File: src/bll_pkg.sv
// Shared types and constants for the binary-lifting lowest-common-ancestor block.
package bll_pkg;

    // Width of a node field on the ports.
    localparam int FIELD_W = 10;
    // Width of the step/level index carried in a datapath command (covers 32 levels).
    localparam int STEP_W = 5;

    // Action codes of an input item.
    localparam logic ACT_ADD   = 1'b0;
    localparam logic ACT_QUERY = 1'b1;

    typedef enum logic [3:0] {
        ST_CLEAR,
        ST_IDLE,
        ST_REDUCE,
        ST_ADD_RD,
        ST_ADD_FIRST,
        ST_ADD_STEP,
        ST_ADD_WR,
        ST_Q_RD,
        ST_Q_SWAP,
        ST_Q_LIFT,
        ST_Q_CHECK,
        ST_Q_CLIMB,
        ST_Q_FIN,
        ST_OUT
    } t_state;

    typedef enum logic [3:0] {
        DP_NOP,
        DP_LOAD,
        DP_CLEAR,
        DP_REDUCE,
        DP_ADD_RD,
        DP_ADD_FIRST,
        DP_ADD_STEP,
        DP_ADD_WR,
        DP_Q_RD,
        DP_Q_SWAP,
        DP_Q_LIFT,
        DP_Q_CHECK,
        DP_Q_CLIMB,
        DP_Q_FIN,
        DP_OUT
    } t_dp_op;

    typedef struct packed {
        t_dp_op              op;
        logic [STEP_W-1:0]   step;
    } t_dp_cmd;

    typedef struct packed {
        logic node_zero;
        logic same;
        logic clr_last;
    } t_dp_stat;

endpackage

File: src/bll_ctrl.sv
// Controller: state machine that sequences clear, add and query walks over the datapath.
module bll_ctrl #(
    parameter int NODE_COUNT  = 1024,
    parameter int JUMP_LEVELS = 11
) (
    input  logic               i_clk,
    input  logic               i_rst_n,
    input  logic               i_valid,
    input  logic               i_action,
    input  logic               i_ready,
    input  bll_pkg::t_dp_stat  i_stat,
    output logic               o_ready,
    output logic               o_valid,
    output bll_pkg::t_dp_cmd   o_cmd
);

    localparam int SW       = bll_pkg::STEP_W;
    localparam int FieldMax = (1 << bll_pkg::FIELD_W) - 1;
    localparam int RedSteps = (NODE_COUNT > FieldMax) ? 0 : $clog2(FieldMax / NODE_COUNT + 1);

    bll_pkg::t_state r_state, n_state;
    logic [SW-1:0]   r_cnt, n_cnt;
    logic            r_act, n_act;
    logic            r_ovalid, n_ovalid;
    logic            w_out_free;

    assign w_out_free = !r_ovalid || i_ready;

    // Next state, step counter and output flag.
    always_comb begin
        n_state  = r_state;
        n_cnt    = r_cnt;
        n_act    = r_act;
        n_ovalid = r_ovalid && !i_ready;
        case (r_state)
            bll_pkg::ST_CLEAR: begin
                if (i_stat.clr_last) begin
                    n_state = bll_pkg::ST_IDLE;
                end
            end
            bll_pkg::ST_IDLE: begin
                if (i_valid) begin
                    n_act = i_action;
                    if (RedSteps > 0) begin
                        n_state = bll_pkg::ST_REDUCE;
                        n_cnt   = SW'(RedSteps - 1);
                    end else if (i_action == bll_pkg::ACT_QUERY) begin
                        n_state = bll_pkg::ST_Q_RD;
                    end else begin
                        n_state = bll_pkg::ST_ADD_RD;
                    end
                end
            end
            bll_pkg::ST_REDUCE: begin
                if (r_cnt == '0) begin
                    n_state = (r_act == bll_pkg::ACT_QUERY) ? bll_pkg::ST_Q_RD
                                                            : bll_pkg::ST_ADD_RD;
                end else begin
                    n_cnt = r_cnt - SW'(1);
                end
            end
            bll_pkg::ST_ADD_RD: begin
                n_state = i_stat.node_zero ? bll_pkg::ST_IDLE : bll_pkg::ST_ADD_FIRST;
            end
            bll_pkg::ST_ADD_FIRST: begin
                if (JUMP_LEVELS > 2) begin
                    n_state = bll_pkg::ST_ADD_STEP;
                    n_cnt   = SW'(2);
                end else begin
                    n_state = bll_pkg::ST_ADD_WR;
                end
            end
            bll_pkg::ST_ADD_STEP: begin
                if (r_cnt == SW'(JUMP_LEVELS - 1)) begin
                    n_state = bll_pkg::ST_ADD_WR;
                end else begin
                    n_cnt = r_cnt + SW'(1);
                end
            end
            bll_pkg::ST_ADD_WR: begin
                n_state = bll_pkg::ST_IDLE;
            end
            bll_pkg::ST_Q_RD: begin
                n_state = bll_pkg::ST_Q_SWAP;
            end
            bll_pkg::ST_Q_SWAP: begin
                n_state = bll_pkg::ST_Q_LIFT;
                n_cnt   = SW'(JUMP_LEVELS - 1);
            end
            bll_pkg::ST_Q_LIFT: begin
                if (r_cnt == '0) begin
                    n_state = bll_pkg::ST_Q_CHECK;
                end else begin
                    n_cnt = r_cnt - SW'(1);
                end
            end
            bll_pkg::ST_Q_CHECK: begin
                if (i_stat.same) begin
                    n_state = bll_pkg::ST_OUT;
                end else begin
                    n_state = bll_pkg::ST_Q_CLIMB;
                    n_cnt   = SW'(JUMP_LEVELS - 1);
                end
            end
            bll_pkg::ST_Q_CLIMB: begin
                if (r_cnt == '0) begin
                    n_state = bll_pkg::ST_Q_FIN;
                end else begin
                    n_cnt = r_cnt - SW'(1);
                end
            end
            bll_pkg::ST_Q_FIN: begin
                n_state = bll_pkg::ST_OUT;
            end
            bll_pkg::ST_OUT: begin
                if (w_out_free) begin
                    n_state  = bll_pkg::ST_IDLE;
                    n_ovalid = 1'b1;
                end
            end
            default: begin
                n_state = bll_pkg::ST_IDLE;
            end
        endcase
    end

    // Datapath commands and the input handshake.
    always_comb begin
        o_ready    = 1'b0;
        o_cmd.op   = bll_pkg::DP_NOP;
        o_cmd.step = r_cnt;
        case (r_state)
            bll_pkg::ST_CLEAR:     o_cmd.op = bll_pkg::DP_CLEAR;
            bll_pkg::ST_IDLE: begin
                o_ready = 1'b1;
                if (i_valid) begin
                    o_cmd.op = bll_pkg::DP_LOAD;
                end
            end
            bll_pkg::ST_REDUCE:    o_cmd.op = bll_pkg::DP_REDUCE;
            bll_pkg::ST_ADD_RD:    o_cmd.op = bll_pkg::DP_ADD_RD;
            bll_pkg::ST_ADD_FIRST: o_cmd.op = bll_pkg::DP_ADD_FIRST;
            bll_pkg::ST_ADD_STEP:  o_cmd.op = bll_pkg::DP_ADD_STEP;
            bll_pkg::ST_ADD_WR:    o_cmd.op = bll_pkg::DP_ADD_WR;
            bll_pkg::ST_Q_RD:      o_cmd.op = bll_pkg::DP_Q_RD;
            bll_pkg::ST_Q_SWAP:    o_cmd.op = bll_pkg::DP_Q_SWAP;
            bll_pkg::ST_Q_LIFT:    o_cmd.op = bll_pkg::DP_Q_LIFT;
            bll_pkg::ST_Q_CHECK:   o_cmd.op = bll_pkg::DP_Q_CHECK;
            bll_pkg::ST_Q_CLIMB:   o_cmd.op = bll_pkg::DP_Q_CLIMB;
            bll_pkg::ST_Q_FIN:     o_cmd.op = bll_pkg::DP_Q_FIN;
            bll_pkg::ST_OUT: begin
                if (w_out_free) begin
                    o_cmd.op = bll_pkg::DP_OUT;
                end
            end
            default: begin
            end
        endcase
    end

    always_ff @(posedge i_clk) begin
        if (!i_rst_n) begin
            r_state  <= bll_pkg::ST_CLEAR;
            r_cnt    <= '0;
            r_act    <= 1'b0;
            r_ovalid <= 1'b0;
        end else begin
            r_state  <= n_state;
            r_cnt    <= n_cnt;
            r_act    <= n_act;
            r_ovalid <= n_ovalid;
        end
    end

    assign o_valid = r_ovalid;

endmodule

File: config.mk
export PLATFORM = sky130hd
export DESIGN_NAME = bll_ctrl
export DESIGN_NICKNAME = d
export VERILOG_FILES = /design/src/bll_pkg.sv /design/src/bll_ctrl.sv
export SDC_FILE = /design/constraint.sdc
export NUM_CORES = 1
export LEC_CHECK = 0
export BUFFER_PORTS_ARGS = -buffer_cell sky130_fd_sc_hd__buf_2
export CORE_UTILIZATION = 62
export CTS_BUF_LIST = sky130_fd_sc_hd__clkbuf_4
export DETAILED_ROUTE_END_ITERATION = 16
export PLACE_DENSITY = 0.87
export REMOVE_ABC_BUFFERS = 1
export SETUP_SLACK_MARGIN = 0.02
export SYNTH_ARGS = -nofsm -noshare
export SYNTH_HDL_FRONTEND = slang
export SYNTH_SLANG_ARGS = --single-unit
File: constraint.sdc
create_clock -name i_clk -period 7.1 [get_ports i_clk]
set_input_delay 0.71 -clock i_clk [delete_from_list [all_inputs] [get_ports i_clk]]
set_output_delay 0.71 -clock i_clk [all_outputs]
set_load 0.02 [all_outputs]
# Word-level counts from Yosys, hierarchy flattened

Cells that the tools add are included.

Input bits: 8
Bits in registers: 11
Word-level logic and storage cells: 63
Output and inout bits: 11

Mux-type cells: 22
Equal/unequal tests: 24
Reductions and logical operators: 11
Add/subtract/negate cells: 2

Operators by type and width:

| kind                | number |
|---|---|
| $pmux 4 s14         | 1 |
| $pmux 4 s13         | 1 |
| $mux 4              | 8 |
| $pmux 5 s5          | 1 |
| $eq 4x4->1 const B  | 6 |
| $ne 2x2->1 const B  | 10 |
| $eq 4x3->1 const B  | 4 |
| $mux 5              | 3 |
| $mux 3              | 4 |
| $eq 4x2->1 const B  | 2 |
| $reduce_and 7->1    | 1 |
| $add 5x1->5 const B | 1 |
| $eq 5x4->1 const B  | 1 |
| $logic_not 5->1     | 1 |
| $reduce_bool 5->1   | 1 |
| $sub 5x1->5 const B | 1 |
| $eq 4x1->1 const B  | 1 |
| $logic_not 4->1     | 1 |
| $mux 1              | 4 |
| $reduce_and 4->1    | 1 |
| $reduce_or 3->1     | 1 |
| $logic_not 1->1     | 2 |
| $reduce_and 2->1    | 1 |
| $logic_and 1x1->1   | 1 |
| $logic_or 1x1->1    | 1 |

# Depth between registers and ports, before layout

Gate-level depths: netlist of run 1.

Depth after elaboration: 4
Gate-level depth with buffers: 11
Mapped depth without buffers: 9

# Least setup slack after synthesis of run 1

No wires, ideal clock.

Kind: register to register
Start point: register r_state[2]
End point: register r_cnt[4]
Slack: 4.631 ns
Data arrival time: 2.352 ns
Cell stages (with the launch flop): 12
Clock period less this slack: 2.469 ns
Data required time: 6.983 ns
Path buffers: 3
Setup time: 0.117 ns
Cell sequence: dfxtp_1 buf_2 and3b_1 or2_1 buf_2 ha_1 clkbuf_1 a21o_1 a21o_1 o21ai_0 o211ai_1 a32o_1

Cells in the longest elaborated chain, start to end: 4
Elaborated cells between the ends (all ways): 14
Classes of those cells: eq/ne: 10; mux: 1; reduce/logical: 3

Ends and longest elaborated chain:

| item                                                      | line            | text |
|---|---|---|
| from (decl)                                               | bll_ctrl.sv:21  | `bll_pkg::t_state r_state, n_state;` |
| from (signal assigned)                                    | bll_ctrl.sv:163 | `r_state <= bll_pkg::ST_CLEAR;` |
| from (signal assigned)                                    | bll_ctrl.sv:168 | `r_state <= n_state;` |
| $eq 4x4->1 or $eq 4x2->1 (tied branches)                  | bll_ctrl.sv:35  | `case (r_state)` |
| $reduce_or 3->1 (no line)                                 | -               |  |
| $reduce_bool 5->1 (no line) or $ne 2x2->1 (tied branches) | -               |  |
| $reduce_and 4->1 (no line)                                | -               |  |
| to (signal assigned)                                      | bll_ctrl.sv:169 | `r_cnt <= n_cnt;` |
| to (decl)                                                 | bll_ctrl.sv:22  | `logic [SW-1:0] r_cnt, n_cnt;` |

Parallel ways exist; a longest one is shown, timed or not.
A chain may end at the register's enable or synchronous reset.

# Worst setup path after layout of run 1

Start point: register r_state[0]
End point: register r_cnt[4]

The elaborated chain is that of the path after synthesis.

==> results.sh, run 1 <==
export IMPL_ant_nets=0
export IMPL_hold_path_class="flip-flop to flip-flop"
export IMPL_finalHoldViolCount=0
export IMPL_via_per_inst=6.55
export IMPL_grt_max_degree=26
export IMPL_end_kind="flip-flop"
export IMPL_rows=14
export IMPL_die_w_um=44.1
export IMPL_crit_slowest_cell="dfxtp_1"
export IMPL_path_clk_slew_ps=80
export IMPL_leakagePower_nw=0.510
export IMPL_holdCritStartpoint="r_act"
export IMPL_ff2ff_path_depth=8
export IMPL_drcViolationCount=0
export IMPL_num_antenna_cells=0
export IMPL_worstPathRequired_ps=7270
export IMPL_crit_type="flip-flop to flip-flop"
export IMPL_clockBufferDepth=2
export IMPL_setup_viol=0
export IMPL_drt_iter0_markers=59
export IMPL_critPathMostFrequentCell="a21o_1"
export IMPL_setup_ws_ps=4090
export IMPL_drv_slew=0
export IMPL_synth_area_top_cells="dfxtp_1 (20%), nand2_1 (6.5%), a21oi_1 (5.5%)"
export IMPL_io_buffers=18
export IMPL_die_area_mm2=0.00194
export IMPL_syn_area_per_cell_um2=7.42
export IMPL_design_core_area_mm2=0.00158
export IMPL_grt_first_pass_wirelength_um=4510
export IMPL_slew_limit_headroom_pct=42.8
export IMPL_power_density_mw_per_mm2=363
export IMPL_initial_core_util_pct=69.7
export IMPL_wire_per_inst_um=15.4
export IMPL_worst_slew_pin_slew_ps=856
export IMPL_use_met1_pct=45.8
export IMPL_grt_use_total_pct=30.6
export IMPL_hold_path_depth=2
export IMPL_io_pins=19
export IMPL_grt_use_met3_pct=3.27
export IMPL_final_core_util_pct=75.4
export IMPL_cts_resized=0
export IMPL_ir_worst_vdd_uv=246
export IMPL_clock_fmax_ghz=0.332
export IMPL_clock_latency_ps=280
export IMPL_numCtsBuffers=3
export IMPL_drtPass1Iterations=7
export IMPL_holdBufCountCts=0
export IMPL_mostFrequentLayoutCell="nand2_1"
export IMPL_reg2reg_slack_ps=4090
export IMPL_r2r_end="r_cnt[4]"
export IMPL_period_needed_ps=3010
export IMPL_grt_pass1_vias=997
export IMPL_grt_remaining_overflow=0
export IMPL_status="completed"
export IMPL_dpl_hpwl_um=1880
export IMPL_synth_edf_count=0
export IMPL_seq_area_frac_synth_pct=20.0
export IMPL_dr_total_vias=1140
export IMPL_top_usage_layer="met2"
export IMPL_cts_sinks=11
export IMPL_cts_tree="built"
export IMPL_synth_area_leader_cell="dfxtp_1"
export IMPL_postSynthCellCount=148
export IMPL_yosysWarnings=0
export IMPL_hold_slack_ps=526
export IMPL_cp_cell_sequence="and3b_1 > or2_1 > ha_1 > a21o_1 > a21o_1 > o21ai_0 > o211ai_1 > a32o_1"
export IMPL_tns_ps=0
export IMPL_rsz0062_at_grt="false"
export IMPL_htreeDepth=1
export IMPL_netlist_area_mm2=0.00110
export IMPL_pre_cts_slack_ps=4190
export IMPL_synthFlopType="dfxtp_1"
export IMPL_grt_met2_usage_pct=46.5
export IMPL_reg2reg_from="r_state[0]"
export IMPL_layout_drive_gt1_share_pct=20.9
export IMPL_root_buffer="clkbuf_4"
export IMPL_routed_wl_um=2680
export IMPL_area_growth_pct=8.20
export IMPL_place_area_mm2=0.00116
export IMPL_clock_skew_ps=3.49
export IMPL_die_height_um=44.1
export IMPL_routabilityCongestion=0.905
export IMPL_asyncSetResetFlopFracSynth_pct=0
export IMPL_fin_area_mm2=0.00119
export IMPL_final_cell_mix="nand2_1 (19), buf_2 (18), nor2_1 (15)"
export IMPL_synth_top_cell_area_share_pct=20.0
export IMPL_ys_ff_latch=11
export IMPL_worstHoldEndpoint="r_act"
export IMPL_cp_start_kind="flip-flop"
export IMPL_cp_max_fo=25
export IMPL_cts_setup_buffers=0
export IMPL_cpPeakStageDelay_ps=880
export IMPL_maxCapViolations=0
export IMPL_ys_types=45
export IMPL_crit_arrival_ps=3180
export IMPL_antenna_found_initial=0
export IMPL_finalCritPeriodShare_pct=42.4
export IMPL_layout_nets=170
layer usage:
layer	up-vias	part of all wire, %
met4	0	1.8
met2	46	45
met3	7	5.2
li1	568	-
met1	519	48
met5	-	0
final cells by class:
cell class | count | area (um^2)
fill | 128 | 388
tap | 16 | 20.0
timing repair buffer | 18 | 90.1
sequential | 11 | 220
clock buffer | 4 | 30.0
inverter | 4 | 15.0
multi-input combinational | 121 | 813
worst max-delay path: cells and delay by family, from the launching register on:
kind | cells | cell delay, ps
AOI/OAI and AO/OA | 5 | 960
DFF | 1 | 880
and+or+nand+nor | 2 | 660
adders and majority gates | 1 | 390
stage by stage:
stage,std cells,power (mW)
after global placement,170,0.369
after global routing,174,0.464
final,174,0.432
after detailed placement,170,0.377
after CTS,174,0.428
after floorplan,136,0.313
cell usage after synthesis, types with 2 or more instances:
library cell and n:
a31oi_1 3, xor2_1 2, clkbuf_1 8, o22ai_1 2
buf_2 4, nor4_4 2, and3b_1 2, mux2i_1 3
nor2b_1 5, nand2_1 19, nor2_1 15, and3_1 2
o211ai_1 2, nor3_1 6, nand3_1 5, nor3b_2 2
o21ai_0 8, nor3b_1 2, ha_1 3, a21o_1 2
dfxtp_1 11, a21oi_1 12, o221ai_1 2, o31ai_1 2
inv_1 4
flip-flops by register name, summed over array words and instances (netlist names):
name / cells
r_state: 4
r_cnt: 5
o_valid: 1
r_act: 1
kinds of logic (layout without fill, tap and decap cells):
family	after synthesis	in the layout	share of synthesized area (%)
multiplexers	3	3	2.73
adder cells (fa/ha/maj)	3	3	3.42
flip-flops	11	11	20.0
AND/OR/NAND/NOR	69	69	39.4
XOR/XNOR	2	2	1.59
AO/OA/AOI/OAI	44	44	26.9
buffers and inverters	16	26	5.92
worst max path at each step:
| stage | end | slack, ps | start |
|---|---|---|---|
| final | r_cnt[4] | 4090 | r_state[0] |
| after global routing | r_cnt[3] | 3880 | r_state[0] |
| after CTS | r_cnt[4] | 4140 | r_state[0] |
| after detailed placement | r_cnt[4] | 4190 | r_state[0] |
| after global placement | r_cnt[4] | 4300 | r_state[0] |
| after floorplan | r_cnt[4] | 4540 | r_state[0] |
report_power, final:
group	internal [mW]	switching (mW)	leakage, nW
clock	0.0256	0.0234	0.0184
sequential	0.0746	0.0555	0.0894
combinational	0.108	0.145	0.402
total	0.209	0.224	0.510
No activity file was read; power rests on OpenSTA's default activity.
==> run 2: changes to the inputs <==
ABC_AREA = 1   (was not set)
CORE_UTILIZATION = 57   (was 62)
PLACE_DENSITY = 0.82   (was 0.87)
clock period = 3.1 ns   (was 7.1 ns; I/O delays follow)
==> run 2 against run 1 <==
Sequential share of layout area grew 0.94 points. Register-to-register slack lost 2900 ps. Largest cell class unchanged. Clock skew shrank 3.3 ps. Core utilization shrank 3.7 points. Cell area shrank 4.8%. Clock-buffer cell count shrank 1. Clock power grew 100%. Largest power group unchanged.
==> results.sh, run 2 <==
export IMPL_top_register="r_cnt"
export IMPL_worstPathRequired_ps=2790
export IMPL_tns_ps=0
export IMPL_ant_nets=0
export IMPL_maxCapViolations=0
export IMPL_reg_top3="r_cnt: 5 flops, r_state: 4 flops"
export IMPL_clockBufferDepth=2
export IMPL_drcViolationCount=0
export IMPL_synth_top_family_by_area="simple AND/OR/NAND/NOR gates"
export IMPL_ys_ff_latch=11
export IMPL_slew_limit_headroom_pct=74.0
export IMPL_synth_area_leader_cell="dfxtp_1"
export IMPL_reg2reg_slack_ps=1140
export IMPL_synth_top_cell_area_share_pct=21.9
export IMPL_layout_nets=198
export IMPL_holdBufCountCts=0
export IMPL_drv_slew=0
export IMPL_synth_simple_gate_area_share_pct=44.0
export IMPL_cts_tree="built"
export IMPL_root_buffer="clkbuf_4"
export IMPL_setup_viol=0
export IMPL_synth_area_top_cells="dfxtp_1 (22%), nand2_1 (13%), inv_1 (10%)"
export IMPL_grt_pass1_vias=971
export IMPL_clock_fmax_ghz=0.488
export IMPL_antenna_found_initial=0
export IMPL_layout_drive_gt1_share_pct=24.2
export IMPL_hold_path_class="primary input to flip-flop"
export IMPL_wire_per_inst_um=12.8
export IMPL_synthAdderAreaFrac_pct=3.74
export IMPL_cp_start_kind="flip-flop"
export IMPL_synthXorXnorAreaFrac_pct=0
export IMPL_pre_cts_slack_ps=1170
export IMPL_cts_setup_buffers=0
export IMPL_die_w_um=44.0
export IMPL_postSynthCellCount=165
export IMPL_end_kind="output port"
export IMPL_grt_max_degree=9
export IMPL_numCtsBuffers=3
export IMPL_htreeDepth=1
export IMPL_seq_area_frac_synth_pct=21.9
export IMPL_die_height_um=44.0
export IMPL_die_area_mm2=0.00193
export IMPL_grt_remaining_overflow=0
export IMPL_routabilityCongestion=0.927
export IMPL_asyncSetResetFlopFracSynth_pct=0
export IMPL_path_clk_slew_ps=70
export IMPL_dpl_hpwl_um=2090
export IMPL_crit_buf_inv=3
export IMPL_drtPass1Iterations=6
export IMPL_crit_arrival_ps=1740
export IMPL_crit_type="flip-flop to output port"
export IMPL_cpLargestDelayFamily="flip-flops"
export IMPL_initial_core_util_pct=63.7
export IMPL_largest_reg_flops=5
export IMPL_io_pins=19
export IMPL_design_core_area_mm2=0.00158
export IMPL_hold_slack_ps=322
export IMPL_period_needed_ps=2050
export IMPL_clock_latency_ps=270
export IMPL_worst_slew_pin_slew_ps=390
export IMPL_setup_ws_ps=1050
export IMPL_routed_wl_um=2590
export IMPL_cp_cell_sequence="nor2_1 > inv_1 > nor2_1 > inv_1 > o21ai_0 > nor2_1 > o2111ai_1 > buf_2"
export IMPL_drt_iter0_markers=90
export IMPL_netlist_area_mm2=0.00100
export IMPL_io_buffers=18
export IMPL_ys_types=25
export IMPL_ir_worst_vdd_uv=577
export IMPL_leakagePower_nw=0.633
export IMPL_syn_area_per_cell_um2=6.09
export IMPL_synthMuxAreaShare_pct=0
export IMPL_area_growth_pct=12.6
export IMPL_finalHoldViolCount=0
export IMPL_clock_skew_ps=0.181
export IMPL_rows=14
export IMPL_dr_total_vias=1127
export IMPL_synthFlopType="dfxtp_1"
export IMPL_cp_max_fo=8
export IMPL_synth_compound_area_share_pct=16.2
export IMPL_yosysWarnings=0
export IMPL_grt_first_pass_wirelength_um=4290
export IMPL_num_antenna_cells=0
export IMPL_cts_sinks=11
export IMPL_status="completed"
export IMPL_via_per_inst=5.58
export IMPL_grt_use_total_pct=29.8
export IMPL_fill_cells=149
export IMPL_crit_slowest_cell="dfxtp_1"
export IMPL_power_density_mw_per_mm2=1040
export IMPL_synth_most_common_cell="nand2_1"
export IMPL_synth_top_cells_by_count="nand2_1 (36), inv_1 (28), nor2_1 (18)"
export IMPL_cts_resized=0
export IMPL_critPathMostFrequentCell="nor2_1"
export IMPL_cpPeakStageDelay_ps=560
export IMPL_synth_edf_count=0
export IMPL_finalCritPeriodShare_pct=66.1
export IMPL_mostFrequentLayoutCell="nand2_1"
export IMPL_rsz0062_at_grt="false"
export IMPL_final_cell_mix="nand2_1 (36), inv_1 (28), nor2_1 (18), buf_2 (18), a21oi_1 (14)"
[run 2: final timing paths]
check / startpoint / end / cells past startpoint
setup reg to reg: r_state[0] / r_cnt[2] / 11
hold reg to reg: r_act / r_act / 2
setup / recovery: r_state[0] / o_cmd[7] / 8
hold / removal: i_rst_n / r_state[3] / 3
[run 2: per-stage QoR]
| stage | util, % | cells | power [mW] | instance area (um^2) |
|---|---|---|---|---|
| global route | 71.7 | 202 | 1.29 | 1130 |
| finish | 71.7 | 202 | 1.18 | 1130 |
| CTS | 71.7 | 202 | 1.17 | 1130 |
| floorplan | - | 164 | 0.875 | 993 |
| global placement | 70.0 | 198 | 1.05 | 1100 |
| detailed placement | 70.0 | 198 | 1.07 | 1100 |
[run 2: power breakdown]
group	switching (mW)	internal, mW	leakage (nW)	total (mW)
clock network	0.0521	0.0478	0.0177	0.0999
registers	0.0676	0.187	0.0899	0.254
logic	0.547	0.280	0.525	0.828
[run 2: layer usage]
layer  part of all wire [%]  global-route usage [%]  vias to the layer above
met5                      0                       0                        -
met4                    1.0                    6.67                        0
met3                    6.5                    5.42                        4
met2                     46                    47.5                       49
met1                     46                    41.9                      504
li1                       -                       -                      570
[run 2: cell families (layout without fill, tap and decap cells)]
logic type,count (synthesis),count (layout)
adders and majority gates,3,3
and+or+nand+nor,87,87
AOI/OAI and AO/OA,28,28
DFF,11,11
buffers and inverters,36,57
[run 2: cell type report]
cell class	instances	area, um^2	area share [%]
clock buffer	3	22.5	1.99
multi-input combinational	118	642	56.7
timing repair buffer	18	90.1	7.96
sequential	11	220	19.5
inverter	35	131	11.6
tap	16	20.0	1.77
clock inverter	1	5.00	0.442
[run 2: worst min-delay path: stages]
cell and delay, ps:
buf_2 140, o21ai_0 70, nor2_1 40
==> run 3: changes to the inputs <==
clock period = 2.1 ns   (was 3.1 ns; I/O delays follow)
==> run 3 against run 2 <==
Global-route usage is 1.1 points lower. Combinational power increased by 49%. Clock power increased by 57%. Via count is 2.9% lower. Critical path depth grew 4. Non-clock buffer count up 1. Largest cell class unchanged. Final cell count grew 0.50%.
==> results.sh, run 3 (same netlist as run 2, synthesis figures left out) <==
export IMPL_status="completed"
export IMPL_seq_area_um2=221
export IMPL_cts_sinks=11
export IMPL_io_buffers=18
export IMPL_root_buffer="clkbuf_4"
export IMPL_end_kind="flip-flop"
export IMPL_cpLargestDelayFamily="simple AND/OR/NAND/NOR gates"
export IMPL_final_core_util_pct=72.3
export IMPL_grt_remaining_overflow=0
export IMPL_clockBufferDepth=2
export IMPL_hold_path_class="primary input to flip-flop"
export IMPL_drv_slew=0
export IMPL_tns_ps=0
export IMPL_via_per_inst=5.39
export IMPL_cts_resized=0
export IMPL_initial_core_util_pct=63.7
export IMPL_leakagePower_nw=0.638
export IMPL_hold_slack_ps=200
export IMPL_grt_pass1_vias=1002
export IMPL_multi_input_area_um2=642
export IMPL_htreeDepth=1
export IMPL_grt_use_total_pct=28.7
export IMPL_hold_path_depth=3
export IMPL_ant_nets=0
export IMPL_routed_wl_um=2410
export IMPL_die_height_um=44.0
export IMPL_dpl_hpwl_um=2000
export IMPL_crit_slowest_cell="dfxtp_1"
export IMPL_dr_total_vias=1094
export IMPL_clock_fmax_ghz=0.536
export IMPL_cp_cell_sequence="nor2_2 > nand2_4 > nand2_4 > nand2_2 > nand2_1 > inv_1 > ha_1 > inv_1 > nand2_2 > or2_0 > nand3_1 > a21oi_1"
export IMPL_area_growth_pct=13.4
export IMPL_numCtsBuffers=3
export IMPL_rows=14
export IMPL_drt_iter0_markers=66
export IMPL_power_density_mw_per_mm2=1540
export IMPL_drcViolationCount=0
export IMPL_cp_max_fo=6
export IMPL_finalCritPeriodShare_pct=88.9
export IMPL_ir_worst_vdd_uv=963
export IMPL_fill_cells=141
export IMPL_mostFrequentLayoutCell="nand2_1"
export IMPL_path_clk_slew_ps=80
export IMPL_setup_viol=0
export IMPL_worstPathRequired_ps=2270
export IMPL_cp_start_kind="flip-flop"
export IMPL_finalHoldViolCount=0
export IMPL_layout_drive_gt1_share_pct=25.1
export IMPL_slew_limit_headroom_pct=74.8
export IMPL_cts_tree="built"
export IMPL_clock_skew_ps=9.05
export IMPL_clock_latency_ps=290
export IMPL_cts_setup_buffers=0
export IMPL_fin_total_pwr_mw=1.75
export IMPL_antenna_found_initial=0
export IMPL_reg_top3="r_cnt: 5 flops, r_state: 4 flops"
export IMPL_worst_path_stages=12
export IMPL_routabilityCongestion=0.937
export IMPL_top_register="r_cnt"
export IMPL_worst_slew_pin_slew_ps=378
export IMPL_num_antenna_cells=0
export IMPL_period_needed_ps=1870
export IMPL_rsz0062_at_grt="false"
export IMPL_maxCapViolations=0
export IMPL_grt_first_pass_wirelength_um=4200
export IMPL_die_w_um=44.0
export IMPL_design_core_area_mm2=0.00158
export IMPL_wire_per_inst_um=11.8
export IMPL_die_area_mm2=0.00193
export IMPL_crit_arrival_ps=2030
export IMPL_largest_reg_flops=5
export IMPL_holdBufCountCts=0
export IMPL_final_cell_mix="nand2_1 (36), inv_1 (28), nor2_1 (18), buf_2 (18), a21oi_1 (14)"
export IMPL_grt_max_degree=9
export IMPL_crit_buf_inv=2
export IMPL_io_pins=19
export IMPL_drtPass1Iterations=7
export IMPL_ff2ff_path_depth=12
export IMPL_crit_type="flip-flop to flip-flop"
export IMPL_layout_nets=199
export IMPL_cpPeakStageDelay_ps=370
==> run 3: changes by cell type in the layout (fill, tap and decap cells not counted) <==
cell     before  now
dfxtp_1      11   10
buf_4         0    1
dfxtp_2       0    1
==> run 3: stage by stage <==
step           instance area, um^2  worst slack, ps  std cells
3_5_place_dp                  1110              161        199
4_1_cts                       1140              145        203
6_report                      1140              233        203
5_1_grt                       1140             80.0        203
2_1_floorplan                  993              340        164
3_3_place_gp                  1110              245        199
==> run 3: worst paths after layout <==
kind | from | endpoint | slack (ps)
setup / recovery | r_state[3] | r_cnt[2] | 230
setup reg to reg | r_state[3] | r_cnt[2] | 230
hold / removal | i_rst_n | r_state[3] | 200
hold reg to reg | r_act | r_act | 470
==> run 3: worst min-delay path, cell delays in order <==
cell	delay (ps)
buf_2	130
o21ai_0	70
nor2_1	40
==> run 3: routing by layer <==
metal	global-route usage [%]	vias to the layer above	wire [um]
met3	7.50	7	202
met5	0	-	0
li1	-	567	-
met2	43.3	49	1050
met4	8.48	0	31
met1	40.4	471	1120
==> run 3: layout make-up <==
class / instances / area share (%)
clock inverters: 1 / 0.439
well taps: 16 / 1.76
flip-flops and latches: 11 / 19.4
repair buffers: 19 / 8.56
clock buffers: 3 / 1.98
inverters: 35 / 11.5
multi-input cells: 118 / 56.3
==> run 3: power by group <==
part | switching [mW] | internal, mW
logic | 0.807 | 0.423
registers | 0.0898 | 0.278
clock network | 0.0863 | 0.0709
total | 0.983 | 0.771
